`src/rtl/button_debounce_event_queue_assert.svh`:
```
// Assertion helpers for the debounce event queue.
`ifndef BUTTON_DEBOUNCE_EVENT_QUEUE_ASSERT_SVH
`define BUTTON_DEBOUNCE_EVENT_QUEUE_ASSERT_SVH

`ifndef SYNTHESIS

`define BDEQ_ASSERT_ALWAYS(lbl, clk, rst_n, cond, msg) \
  lbl: assert property (@(posedge clk) disable iff (!rst_n) (cond)) \
    else $error(msg);

`define BDEQ_ASSERT_IMPLY(lbl, clk, rst_n, ante, cons, msg) \
  lbl: assert property (@(posedge clk) disable iff (!rst_n) (ante) |-> (cons)) \
    else $error(msg);

`define BDEQ_ASSERT_NEXT(lbl, clk, rst_n, ante, cons, msg) \
  lbl: assert property (@(posedge clk) disable iff (!rst_n) (ante) |=> (cons)) \
    else $error(msg);

`else

`define BDEQ_ASSERT_ALWAYS(lbl, clk, rst_n, cond, msg)

`define BDEQ_ASSERT_IMPLY(lbl, clk, rst_n, ante, cons, msg)

`define BDEQ_ASSERT_NEXT(lbl, clk, rst_n, ante, cons, msg)

`endif

`endif

```
`src/rtl/bdeq_pkg.sv`:
```
package bdeq_pkg;

  typedef enum logic [1:0] {
    ACT_PRESS = 2'd0,
    ACT_POP   = 2'd1,
    ACT_FLUSH = 2'd2
  } action_t;

  localparam int          TIME_W       = 32;
  localparam int          WINDOW_W     = 16;
  localparam int          PENDING_W    = 3;
  localparam int          EVENT_W      = TIME_W + 1;
  localparam logic [15:0] WINDOW_RESET = 16'd20;

  typedef struct packed {
    action_t            action;
    logic               button;
    logic [TIME_W-1:0]  now_ms;
  } in_item_t;

  typedef struct packed {
    logic                  press_accepted;
    logic                  event_dropped;
    logic                  pop_valid;
    logic                  event_button;
    logic [TIME_W-1:0]     event_time;
    logic [PENDING_W-1:0]  pending_count;
    logic [TIME_W-1:0]     first_press_total;
    logic [TIME_W-1:0]     second_press_total;
  } res_t;

endpackage

```
`src/rtl/bdeq_in_if.sv`:
```
interface bdeq_in_if;
  logic        valid;
  logic        ready;
  logic [1:0]  action;
  logic        button;
  logic [31:0] now_ms;

  modport source (output valid, action, button, now_ms, input ready);
  modport sink   (input valid, action, button, now_ms, output ready);
endinterface

```
`src/rtl/bdeq_out_if.sv`:
```
interface bdeq_out_if;
  logic        valid;
  logic        ready;
  logic        press_accepted;
  logic        event_dropped;
  logic        pop_valid;
  logic        event_button;
  logic [31:0] event_time;
  logic [2:0]  pending_count;
  logic [31:0] first_press_total;
  logic [31:0] second_press_total;

  modport source (output valid, press_accepted, event_dropped, pop_valid, event_button,
                  event_time, pending_count, first_press_total, second_press_total,
                  input ready);
  modport sink   (input valid, press_accepted, event_dropped, pop_valid, event_button,
                  event_time, pending_count, first_press_total, second_press_total,
                  output ready);
endinterface

```
`src/rtl/bdeq_ram.sv`:
```
module bdeq_ram #(
  parameter int WIDTH = 33,
  parameter int DEPTH = 8
) (
  input  logic                     clk,
  input  logic                     we,
  input  logic [$clog2(DEPTH)-1:0] waddr,
  input  logic [WIDTH-1:0]         wdata,
  input  logic [$clog2(DEPTH)-1:0] raddr,
  output logic [WIDTH-1:0]         rdata
);

  logic [WIDTH-1:0] mem [DEPTH];

  always_ff @(posedge clk) begin
    if (we) begin
      mem[waddr] <= wdata;
    end
    rdata <= mem[raddr];
  end

endmodule

```
`src/rtl/bdeq_core.sv`:
```
`include "button_debounce_event_queue_assert.svh"

module bdeq_core #(
  parameter int QUEUE_DEPTH = 8
) (
  input  logic                                clk,
  input  logic                                rst_n,
  input  logic                                cfg_we,
  input  logic [15:0]                         cfg_wdata,
  input  logic                                item_valid,
  input  bdeq_pkg::in_item_t                  item,
  output bdeq_pkg::res_t                      res,
  output logic                                ram_we,
  output logic [$clog2(QUEUE_DEPTH)-1:0]      ram_waddr,
  output logic [bdeq_pkg::EVENT_W-1:0]        ram_wdata,
  output logic [$clog2(QUEUE_DEPTH)-1:0]      ram_raddr,
  input  logic [bdeq_pkg::EVENT_W-1:0]        ram_rdata
);
  import bdeq_pkg::*;

  localparam int PW = $clog2(QUEUE_DEPTH);

  logic [PW-1:0]       wr_ptr_r, wr_ptr_nxt;
  logic [PW-1:0]       rd_ptr_r, rd_ptr_nxt;
  logic [PW-1:0]       count_r, count_nxt;
  logic [TIME_W-1:0]   last_r [2];
  logic [TIME_W-1:0]   last_nxt [2];
  logic [TIME_W-1:0]   total_r [2];
  logic [TIME_W-1:0]   total_nxt [2];
  logic [WINDOW_W-1:0] window_r;
  logic                byp_hit_r, byp_hit_nxt;
  logic [EVENT_W-1:0]  byp_data_r;

  logic [TIME_W-1:0]   elapsed;
  logic                debounce_ok;
  logic                full;
  logic                empty;
  logic [EVENT_W-1:0]  rd_data;
  logic [PW+2:0]       cnt_wide;

  function automatic logic [PW-1:0] advance(input logic [PW-1:0] p);
    logic [PW-1:0] q;
    if (p == PW'(QUEUE_DEPTH - 1)) begin
      q = '0;
    end else begin
      q = p + 1'b1;
    end
    return q;
  endfunction

  assign elapsed     = item.now_ms - last_r[item.button];
  assign debounce_ok = elapsed >= {16'b0, window_r};
  assign full        = count_r == PW'(QUEUE_DEPTH - 1);
  assign empty       = count_r == '0;
  // write landing on the slot being read in the same cycle: RAM returns old data
  assign rd_data     = byp_hit_r ? byp_data_r : ram_rdata;

  always_comb begin
    wr_ptr_nxt = wr_ptr_r;
    rd_ptr_nxt = rd_ptr_r;
    count_nxt  = count_r;
    last_nxt   = last_r;
    total_nxt  = total_r;
    ram_we     = 1'b0;
    res        = '0;

    if (item_valid) begin
      case (item.action)
        ACT_PRESS: begin
          if (debounce_ok) begin
            res.press_accepted       = 1'b1;
            last_nxt[item.button]    = item.now_ms;
            total_nxt[item.button]   = total_r[item.button] + 1'b1;
            if (full) begin
              res.event_dropped = 1'b1;
            end else begin
              ram_we     = 1'b1;
              wr_ptr_nxt = advance(wr_ptr_r);
              count_nxt  = count_r + 1'b1;
            end
          end
        end
        ACT_POP: begin
          if (!empty) begin
            res.pop_valid    = 1'b1;
            res.event_button = rd_data[EVENT_W-1];
            res.event_time   = rd_data[TIME_W-1:0];
            rd_ptr_nxt       = advance(rd_ptr_r);
            count_nxt        = count_r - 1'b1;
          end
        end
        ACT_FLUSH: begin
          rd_ptr_nxt = wr_ptr_r;
          count_nxt  = '0;
        end
        default: ;
      endcase
    end

    cnt_wide               = (PW + 3)'(count_nxt);
    res.first_press_total  = total_nxt[0];
    res.second_press_total = total_nxt[1];
    res.pending_count      = cnt_wide[PENDING_W-1:0];
  end

  assign ram_waddr   = wr_ptr_r;
  assign ram_wdata   = {item.button, item.now_ms};
  assign ram_raddr   = rd_ptr_nxt;
  assign byp_hit_nxt = ram_we && (wr_ptr_r == rd_ptr_nxt);

  always_ff @(posedge clk) begin
    if (!rst_n) begin
      wr_ptr_r   <= '0;
      rd_ptr_r   <= '0;
      count_r    <= '0;
      last_r[0]  <= '0;
      last_r[1]  <= '0;
      total_r[0] <= '0;
      total_r[1] <= '0;
      window_r   <= WINDOW_RESET;
      byp_hit_r  <= 1'b0;
    end else begin
      wr_ptr_r  <= wr_ptr_nxt;
      rd_ptr_r  <= rd_ptr_nxt;
      count_r   <= count_nxt;
      last_r    <= last_nxt;
      total_r   <= total_nxt;
      byp_hit_r <= byp_hit_nxt;
      if (cfg_we) begin
        window_r <= cfg_wdata;
      end
    end
  end

  always_ff @(posedge clk) begin
    byp_data_r <= ram_wdata;
  end

  `BDEQ_ASSERT_ALWAYS(a_count_max, clk, rst_n, count_r <= PW'(QUEUE_DEPTH - 1), "ring overfilled")
  `BDEQ_ASSERT_IMPLY(a_drop_full, clk, rst_n, res.event_dropped, res.press_accepted && full, "drop without full ring")
  `BDEQ_ASSERT_IMPLY(a_empty_ptrs, clk, rst_n, count_r == '0, wr_ptr_r == rd_ptr_r, "empty count but pointers differ")
  `BDEQ_ASSERT_NEXT(a_flush_clears, clk, rst_n, item_valid && item.action == ACT_FLUSH, count_r == '0, "flush left events")
  `BDEQ_ASSERT_NEXT(a_pop_moves, clk, rst_n, res.pop_valid, rd_ptr_r != $past(rd_ptr_r), "pop did not advance read pointer")

endmodule

```
`src/rtl/button_debounce_event_queue.sv`:
```
// Channel   Dir  Beat contents
// in_if     in   action, button, now_ms
// out_if    out  press_accepted, event_dropped, pop_valid, event_button, event_time,
//                pending_count, first_press_total, second_press_total
// cfg_*     in   debounce_window_ms (write only)
//
// One beat per cycle sustained while the output takes results; each beat passes
// through the input register, then debounce and ring update into the result register.
// The ring RAM is read at the next read pointer with a one-entry write bypass.
// Reset is synchronous, active low; totals, last press times and pointers clear.
// A stalled output holds the result register; the input register fills behind it.

module button_debounce_event_queue #(
  parameter int QUEUE_DEPTH = 8
) (
  input  logic         clk,
  input  logic         rst_n,
  bdeq_in_if.sink      in_if,
  bdeq_out_if.source   out_if,
  input  logic         cfg_we,
  input  logic [15:0]  cfg_wdata
);
  import bdeq_pkg::*;

  localparam int PW = $clog2(QUEUE_DEPTH);

  logic         s1_valid_r, s1_valid_nxt;
  in_item_t     s1_item_r;
  logic         out_valid_r, out_valid_nxt;
  res_t         out_res_r;
  logic         in_fire;
  logic         fire;
  res_t         res;

  logic               ram_we;
  logic [PW-1:0]      ram_waddr;
  logic [EVENT_W-1:0] ram_wdata;
  logic [PW-1:0]      ram_raddr;
  logic [EVENT_W-1:0] ram_rdata;

  assign fire          = s1_valid_r && (!out_valid_r || out_if.ready);
  // no beat is taken while reset is held
  assign in_if.ready   = rst_n && (!s1_valid_r || fire);
  assign in_fire       = in_if.valid && in_if.ready;
  assign s1_valid_nxt  = in_fire || (s1_valid_r && !fire);
  assign out_valid_nxt = fire || (out_valid_r && !out_if.ready);

  always_ff @(posedge clk) begin
    if (!rst_n) begin
      s1_valid_r  <= 1'b0;
      out_valid_r <= 1'b0;
    end else begin
      s1_valid_r  <= s1_valid_nxt;
      out_valid_r <= out_valid_nxt;
    end
  end

  always_ff @(posedge clk) begin
    if (in_fire) begin
      s1_item_r.action <= action_t'(in_if.action);
      s1_item_r.button <= in_if.button;
      s1_item_r.now_ms <= in_if.now_ms;
    end
    if (fire) begin
      out_res_r <= res;
    end
  end

  bdeq_core #(
    .QUEUE_DEPTH (QUEUE_DEPTH)
  ) u_core (
    .clk        (clk),
    .rst_n      (rst_n),
    .cfg_we     (cfg_we),
    .cfg_wdata  (cfg_wdata),
    .item_valid (fire),
    .item       (s1_item_r),
    .res        (res),
    .ram_we     (ram_we),
    .ram_waddr  (ram_waddr),
    .ram_wdata  (ram_wdata),
    .ram_raddr  (ram_raddr),
    .ram_rdata  (ram_rdata)
  );

  bdeq_ram #(
    .WIDTH (EVENT_W),
    .DEPTH (QUEUE_DEPTH)
  ) u_ring (
    .clk   (clk),
    .we    (ram_we),
    .waddr (ram_waddr),
    .wdata (ram_wdata),
    .raddr (ram_raddr),
    .rdata (ram_rdata)
  );

  assign out_if.valid              = out_valid_r;
  assign out_if.press_accepted     = out_res_r.press_accepted;
  assign out_if.event_dropped      = out_res_r.event_dropped;
  assign out_if.pop_valid          = out_res_r.pop_valid;
  assign out_if.event_button       = out_res_r.event_button;
  assign out_if.event_time         = out_res_r.event_time;
  assign out_if.pending_count      = out_res_r.pending_count;
  assign out_if.first_press_total  = out_res_r.first_press_total;
  assign out_if.second_press_total = out_res_r.second_press_total;

endmodule

```
`src/flat_wrapper.sv`:
```
// flat-port wrapper written by rule: the top's interface ports become plain ports
module button_debounce_event_queue_flat import bdeq_pkg::*;
#(
  parameter int QUEUE_DEPTH = 8
)
  (clk, rst_n, cfg_we, cfg_wdata, in_if_valid, in_if_action, in_if_button, in_if_now_ms, in_if_ready, out_if_valid, out_if_press_accepted, out_if_event_dropped, out_if_pop_valid, out_if_event_button, out_if_event_time, out_if_pending_count, out_if_first_press_total, out_if_second_press_total, out_if_ready);
  bdeq_in_if in_if_i ();
  bdeq_out_if out_if_i ();
  input  logic clk;
  input  logic rst_n;
  input  logic cfg_we;
  input  logic [15:0] cfg_wdata;
  input wire logic [$bits(in_if_i.valid)-1:0] in_if_valid;
  input wire logic [$bits(in_if_i.action)-1:0] in_if_action;
  input wire logic [$bits(in_if_i.button)-1:0] in_if_button;
  input wire logic [$bits(in_if_i.now_ms)-1:0] in_if_now_ms;
  output wire logic [$bits(in_if_i.ready)-1:0] in_if_ready;
  output wire logic [$bits(out_if_i.valid)-1:0] out_if_valid;
  output wire logic [$bits(out_if_i.press_accepted)-1:0] out_if_press_accepted;
  output wire logic [$bits(out_if_i.event_dropped)-1:0] out_if_event_dropped;
  output wire logic [$bits(out_if_i.pop_valid)-1:0] out_if_pop_valid;
  output wire logic [$bits(out_if_i.event_button)-1:0] out_if_event_button;
  output wire logic [$bits(out_if_i.event_time)-1:0] out_if_event_time;
  output wire logic [$bits(out_if_i.pending_count)-1:0] out_if_pending_count;
  output wire logic [$bits(out_if_i.first_press_total)-1:0] out_if_first_press_total;
  output wire logic [$bits(out_if_i.second_press_total)-1:0] out_if_second_press_total;
  input wire logic [$bits(out_if_i.ready)-1:0] out_if_ready;
  assign in_if_i.valid = in_if_valid;
  assign in_if_i.action = in_if_action;
  assign in_if_i.button = in_if_button;
  assign in_if_i.now_ms = in_if_now_ms;
  assign in_if_ready = in_if_i.ready;
  assign out_if_valid = out_if_i.valid;
  assign out_if_press_accepted = out_if_i.press_accepted;
  assign out_if_event_dropped = out_if_i.event_dropped;
  assign out_if_pop_valid = out_if_i.pop_valid;
  assign out_if_event_button = out_if_i.event_button;
  assign out_if_event_time = out_if_i.event_time;
  assign out_if_pending_count = out_if_i.pending_count;
  assign out_if_first_press_total = out_if_i.first_press_total;
  assign out_if_second_press_total = out_if_i.second_press_total;
  assign out_if_i.ready = out_if_ready;
  button_debounce_event_queue #(.QUEUE_DEPTH(QUEUE_DEPTH)) u_core (.clk(clk), .rst_n(rst_n), .in_if(in_if_i), .out_if(out_if_i), .cfg_we(cfg_we), .cfg_wdata(cfg_wdata));
endmodule
```
`config.mk`:
```
export PLATFORM = sky130hd
export DESIGN_NAME = button_debounce_event_queue_flat
export DESIGN_NICKNAME = d
export VERILOG_FILES = /design/src/rtl/bdeq_pkg.sv /design/src/rtl/bdeq_in_if.sv /design/src/rtl/bdeq_out_if.sv /design/src/rtl/bdeq_ram.sv /design/src/rtl/bdeq_core.sv /design/src/rtl/button_debounce_event_queue.sv /design/src/flat_wrapper.sv
export VERILOG_INCLUDE_DIRS = /design/src /design/src/rtl
export SDC_FILE = /design/constraint.sdc
export NUM_CORES = 1
export LEC_CHECK = 0
export ABC_AREA = 1
export BUFFER_PORTS_ARGS = -buffer_cell sky130_fd_sc_hd__buf_2
export CELL_PAD_IN_SITES_DETAIL_PLACEMENT = 2
export CELL_PAD_IN_SITES_GLOBAL_PLACEMENT = 2
export CORE_MARGIN = 3
export CORE_UTILIZATION = 38
export DETAILED_ROUTE_END_ITERATION = 10
export PLACE_DENSITY = 0.86
export SLEW_MARGIN = 20
export SYNTH_ARGS = -nofsm -noshare
export SYNTH_HDL_FRONTEND = slang
export SYNTH_HIERARCHICAL = 1
export SYNTH_SLANG_ARGS = --single-unit
```
`constraint.sdc`:
```
create_clock -name clk -period 9.8 [get_ports clk]
set_input_delay 0.49 -clock clk [delete_from_list [all_inputs] [get_ports clk]]
set_output_delay 0.49 -clock clk [all_outputs]
set_load 0.02 [all_outputs]
```
# ---- Word level (Yosys, flattened, before mapping)
# Memory sizes are Yosys's and may differ from the RTL's. A register that Yosys moved wholly into a read port is not among the register bits.
# Cells that the tools add are included.
dict set report totals {
  regBits 327
  latchBits 0
  mem_bits_rw 264
  rom_bits 0
  input_bits 56
  out_inout_bits 105
  elab_cells 96
  n_memories 1
}
# memory words width read_ports rd_ports_with_merged_regs write_ports line
set mem_list {}
lappend mem_list {u_core.u_ring.mem 8 33 1 1 1 bdeq_ram.sv:13} ;# logic [WIDTH-1:0] mem [DEPTH];
dict set report classes {
  n_addsub 6
  n_mul 0
  n_div 0
  n_lt_le_gt_ge 3
  n_eq_ne 6
  n_shift 0
  mux 33
  n_bitwise 3
  reduce_logical 21
}
# op n
set ops {}
lappend ops {{$mux 32} 7}
lappend ops {{$mux 64} 3}
lappend ops {{$bwmux 64} 2}
lappend ops {{$mux 34} 1}
lappend ops {{$mux 33} 1}
lappend ops {{$add 32x1->32 const B} 1}
lappend ops {{$demux 32 s1} 1}
lappend ops {{$ge 32x16->1} 1}
lappend ops {{$sub 32x32->32} 1}
lappend ops {{$mux 3} 8}
lappend ops {{$add 3x1->3 const B} 3}
lappend ops {{$eq 3x3->1 const B} 3}
lappend ops {{$pmux 3 s3} 1}
lappend ops {{$logic_and 1x1->1} 7}
lappend ops {{$mux 1} 7}
lappend ops {{$pmux 3 s2} 1}
lappend ops {{$logic_not 1->1} 4}
lappend ops {{$logic_or 1x1->1} 4}
lappend ops {{$reduce_and 4->1} 1}
lappend ops {{$eq 3x3->1} 1}
lappend ops {{$logic_not 3->1} 1}
lappend ops {{$reduce_and 3->1} 1}
lappend ops {{$sub 3x1->3 const B} 1}
lappend ops {{$eq 2x1->1 const B} 1}
lappend ops {{9 further kinds} 10}

# ---- Logic depth before layout (Yosys ltp)
dict set report logic_depth {
  ltp_word 11
  ltp_mapped 36
  mapped_depth_nobuf 30
}

# ---- Modules after synthesis
# Netlist, hierarchy kept.
# module instances cells_per_inst area_per_inst_um2 seq_area_each_um2
set by_module_without_submodules {}
lappend by_module_without_submodules {bdeq_ram 1 1192 12226.7 8588.2}
lappend by_module_without_submodules {bdeq_core 1 1919 12223.0 3743.6}
lappend by_module_without_submodules {button_debounce_event_queue 1 152 4242.8 4184.0}

# ---- Least setup slack after synthesis
# No wires, ideal clock.
dict set report synth_timing {
  path_type {input -> register}
  from {input out_if_ready}
  to {memory u_core.u_ring.mem[1][0], enable pin}
  setup_ns 0.423
  arrival_ns 8.312
  t_required_ns 9.377
  setup_slack_ns 1.065
  cell_stages 8
  path_buffers 0
  path_cell_list {inv_1 a21oi_1 nand3_4 inv_2 nand2_1 inv_1 nand2_1 nor2_1}
}
dict set report synth_between {
  elab_chain_cells 5
}
# element line
set synth_rtl {}
lappend synth_rtl {{start, declared} flat_wrapper.sv:27} ;# input wire logic [$bits(out_if_i.ready)-1:0] out_if_ready;
lappend synth_rtl {{$logic_or 1x1->1} button_debounce_event_queue.sv:41} ;# assign fire = s1_valid_r && (!out_valid_r || out_if.ready);
lappend synth_rtl {{$logic_and 1x1->1} button_debounce_event_queue.sv:41}
lappend synth_rtl {{named net u_core.fire} button_debounce_event_queue.sv:32} ;# logic fire;
lappend synth_rtl {{$mux 1} bdeq_core.sv:67} ;# if (item_valid) begin
lappend synth_rtl {{named net u_core.ram_we} button_debounce_event_queue.sv:35} ;# logic ram_we;
lappend synth_rtl {{$mux 1} bdeq_ram.sv:16} ;# if (we) begin
lappend synth_rtl {{$mux 1 (implied by the code)} bdeq_ram.sv:17} ;# mem[waddr] <= wdata;
lappend synth_rtl {{end, declared} bdeq_ram.sv:13}
# The timed path passes the listed nets, and every way through them passes these cells.

# ---- Worst setup path in the final report
dict set report layout_timing {
  from {register u_core/s1_item_r[32] (netlist name)}
  to {memory u_core.u_ring.mem[6][8], enable pin}
}
dict set report layout_between {
  elab_chain_cells 11
}
# element line
set layout_rtl {}
lappend layout_rtl {{start, declared} button_debounce_event_queue.sv:28} ;# in_item_t s1_item_r;
lappend layout_rtl {{$not 1->2 (implied by the code)} bdeq_core.sv:51} ;# assign elapsed = item.now_ms - last_r[item.button];
lappend layout_rtl {{$mux 32 (implied by the code) (3 in a row)} bdeq_core.sv:51}
lappend layout_rtl {{$sub 32x32->32} bdeq_core.sv:51}
lappend layout_rtl {{$ge 32x16->1} bdeq_core.sv:52} ;# assign debounce_ok = elapsed >= {16'b0, window_r};
lappend layout_rtl {{$mux 1} bdeq_core.sv:70} ;# if (debounce_ok) begin
lappend layout_rtl {{$mux 1} bdeq_core.sv:68} ;# case (item.action)
lappend layout_rtl {{$mux 1} bdeq_core.sv:67}
lappend layout_rtl {{named net u_core.ram_we} button_debounce_event_queue.sv:35}
lappend layout_rtl {{$mux 1} bdeq_ram.sv:16}
lappend layout_rtl {{$mux 1 (implied by the code)} bdeq_ram.sv:17}
# The timed path passes the listed nets, and every way through them passes these cells. The select of a mux whose other input is x is not followed.

==> results.md <==
- Syn Inst Count: 3,263
- Syn_nets: 3,381
- Die area: 78,840 µm²
- Chip height: 280.8 µm
- Initial antenna violation count: 4
- Final GP Congestion: 0.8584
- Final setup viols: 0
- I/O pin cnt: 161
- Mapped Area: 28,690 µm²
- Post-synth EDFFs: 402
- Ratio of cells with drive above 1 in the final layout: 0.1107
- Post-CTS setup buffers: 0
- Max-slew violations: 0
- Root buffer cell: clkbuf_16
- Vias per cell: 5.239
- Drt drc: 0
- Max-cap violation count: 0
- Row Count: 100
- Slew @ Worst Pin: 1099 ps
- CTS sink count: 624
- Most used DFF post-synth: edfxtp_1
- Seq cells post-synth: 624
- Routed Antenna Nets: 0
- Total track usage: 0.2682
- Status: finished, final reports clean
- Iteration-0 DRC Markers: 1,561
- Min Tclk post-route: 6585 ps
- Area grow syn2layout: 13.75%
- Non-Filler Cell Area, Final: 32,640 µm²
- Worst Path Required: 10,040 ps
- Die span in x: 280.8 µm
- H-tree levels: 3
- Placeable Area: 74,570 µm²
- Post-DP Area: 30,260 µm²
- Worst reg-to-reg setup slack: 3220 ps
- CP max stage cell: edfxtp_1
- IO buf count: 160
- WL/cell: 24.06 µm
- Crit path kind: flip-flop to flip-flop
- Worst path most repeated cell: nand2_1
- DP HPWL: 64,260 µm
- Hold Vio Cnt, Final: 0
- RSZ-0062 raised after global routing: false
- R2r startpoint: u_core/s1_item_r[32]$_DFFE_PP_
- Clk slew on worst S/H paths: 60 ps
- FFs w/ async S/R, synth: 0
- CP Max Fanout: 124
- Placed Cells: 4,279
- Worst Hold Class: input port to flip-flop
- Cell Count, Final, Fillers Out: 4,412
- Worst EP arrival: 6830 ps
- Via Count: 23,115
- Final Cycle Share: 0.6719
- Pin count of the biggest net entering global routing: 125
- Distinct cells, synth: 51
- CTS tree: built
- Fmax: 0.1519 GHz
- Post-Synthesis Mean Instance Area: 8.793 µm²
- Startpoint Class: flip-flop
- Max clock buf depth: 3
- Setup_tns: 0 ps
- NumNets Final: 3,503
- Hold Crit Start: in_if_now_ms[3]
- FF-to-FF End: u_core/u_ring/mem[6][8]$_DFFE_PP_
- CP Capture Type: flip-flop
- Hold EP: u_core/s1_item_r[3]$_DFFE_PP_
- Worst-case hold slack: 39.27 ps
- Skew-Pair Late Insertion Delay: 640 ps
- Power per cell area: 184.1 nW/µm²
- Fin Clk Skew: 47.38 ps
- Initial Util: 0.3848
- Num CTS Buffers: 70
- Reg2reg path depth: 28
- Depth of the worst hold-timing path: 1
- Final wirelength: 106,200 µm
- Vias in the first global route: 26,122
- Leakage: 14.60 nW
- Ys Warns: 6
- Grt total ovfl: 0
- Drt first pass iters: 5
- Global-route wire length before repair: 161,200 µm
- Max VDD drop: 118.5 µV
- Rel. slew slack: 0.2655
- Crit path largest cell delay: 870 ps
- Register area share after synthesis: 0.5756
## where the power goes
part	internal (W)	switching (W)
registers	0.00284	0.0000399
logic	0.000122	0.000306
clock network	0.00152	0.00118
## area by class of cell
cell class / count / area, µm²
tap: 969 / 1212
inverter: 608 / 2286
fill: 8109 / 41930
multi-input combinational: 1878 / 9124
clock inverter: 30 / 321.6
timing repair buffer: 203 / 1184
clock buffer: 99 / 1992
sequential: 624 / 16520
antenna: 1 / 2.502
## how the worst max path moves through the flow
| stage | from | to | slack [ps] | cells past startpoint |
|---|---|---|---|---|
| 2_1_floorplan | out_if_ready | u_core/u_ring/mem[1][0]$_DFFE_PP_ | 1060 | 8 |
| 3_3_place_gp | u_core/s1_item_r[32]$_DFFE_PP_ | u_core/u_ring/mem[5][16]$_DFFE_PP_ | 3740 | 28 |
| 3_5_place_dp | u_core/s1_item_r[32]$_DFFE_PP_ | u_core/u_ring/mem[7][9]$_DFFE_PP_ | 3470 | 28 |
| 4_1_cts | u_core/s1_item_r[32]$_DFFE_PP_ | u_core/u_ring/mem[7][9]$_DFFE_PP_ | 3180 | 27 |
| 5_1_grt | u_core/s1_item_r[32]$_DFFE_PP_ | u_core/u_ring/mem[6][9]$_DFFE_PP_ | 2790 | 28 |
| 6_report | u_core/s1_item_r[32]$_DFFE_PP_ | u_core/u_ring/mem[6][8]$_DFFE_PP_ | 3220 | 28 |
## registers in the layout, indices dropped and copies added (netlist names), 3 cells and up
register	cells
u_core/u_ring/mem	264
u_core/u_core/last_r	64
u_core/u_core/total_r	64
u_core/s1_item_r	35
u_core/u_core/byp_data_r	33
u_core/u_ring/rdata	33
u_core/out_if.event_time	32
u_core/out_if.first_press_total	32
u_core/out_if.second_press_total	32
u_core/u_core/window_r	16
u_core/out_if.pending_count	3
u_core/u_core/count_r	3
u_core/u_core/ram_waddr	3
u_core/u_core/rd_ptr_r	3
## cells in the final DEF, fill, tap and decap left out, types with 12 or more instances in the layout
cell       count
a211oi_2      14
a21oi_1      194
buf_2        160
buf_4         38
clkbuf_1      17
clkbuf_16     71
clkinv_1      12
dfxtp_1      222
edfxtp_1     402
ha_1          61
inv_1        599
nand2_1     1020
nand3_1      193
nand4_1       12
nor2_1       116
nor2_4        14
o21ai_0      119
xor2_1        25
## through the flow
step	total power, W	worst slack (ps)	utilization
global route	0.006215	2794	0.4376
floorplan	0.003199	1065	-
global placement	0.003321	3736	0.4056
detailed placement	0.003350	3468	0.4058
finish	0.006010	3215	0.4377
CTS	0.006070	3183	0.4370
## per-layer routing
metal | vias to the layer above | global-route usage | part of all wire
met5 | - | 0 | 0.00014
met4 | 4 | 0.1090 | 0.040
met3 | 228 | 0.03339 | 0.035
met2 | 537 | 0.4948 | 0.52
met1 | 11836 | 0.3148 | 0.40
li1 | 10510 | - | -
## cells by family (layout without fill, tap and decap cells)
group / after synthesis / after routing / share of synthesized area
adder cells (fa/ha/maj): 62 / 62 / 0.02730
buffers and inverters: 761 / 940 / 0.1111
XOR/XNOR: 35 / 35 / 0.01068
AND/OR/NAND/NOR: 1416 / 1416 / 0.2052
AO/OA/AOI/OAI: 364 / 364 / 0.06982
other: 0 / 1 / 0
multiplexers: 1 / 1 / 0.0003489
flip-flops: 624 / 624 / 0.5756
## synthesized netlist by cell type, drive strengths merged, types with 2 or more instances
| cell | n | area share |
|---|---|---|
| buf | 115 | 0.027 |
| or2 | 4 | 0.00087 |
| xor2 | 25 | 0.0076 |
| ha | 61 | 0.027 |
| nand2 | 1024 | 0.13 |
| a211oi | 25 | 0.0090 |
| nor2 | 140 | 0.020 |
| inv | 608 | 0.080 |
| nand3 | 198 | 0.036 |
| edfxtp | 402 | 0.42 |
| clkbuf | 38 | 0.0050 |
| and3 | 3 | 0.00065 |
| o21ai | 134 | 0.024 |
| nand4 | 15 | 0.0042 |
| nand3b | 7 | 0.0018 |
| nor4 | 2 | 0.00044 |
| dfxtp | 222 | 0.15 |
| a21oi | 197 | 0.035 |
| xnor2 | 10 | 0.0031 |
| and2 | 6 | 0.0013 |
| nor3 | 16 | 0.0044 |
## critical path: cells and delay by family, from the launching register on
kind	cells	cell delay, ps
adders and majority gates	3	960
and+or+nand+nor	16	2140
buffers and inverters	6	1630
DFF	1	870
xor gates and xnor gates	1	80
AOI/OAI and AO/OA	2	400
## repair_timing
item                      in CTS  in global routing
gates resized for setup        0                  0
hold buffers                   1                  0
hold endpoints to repair       1                  0
Note: power is estimated with default switching activity, not from simulation.
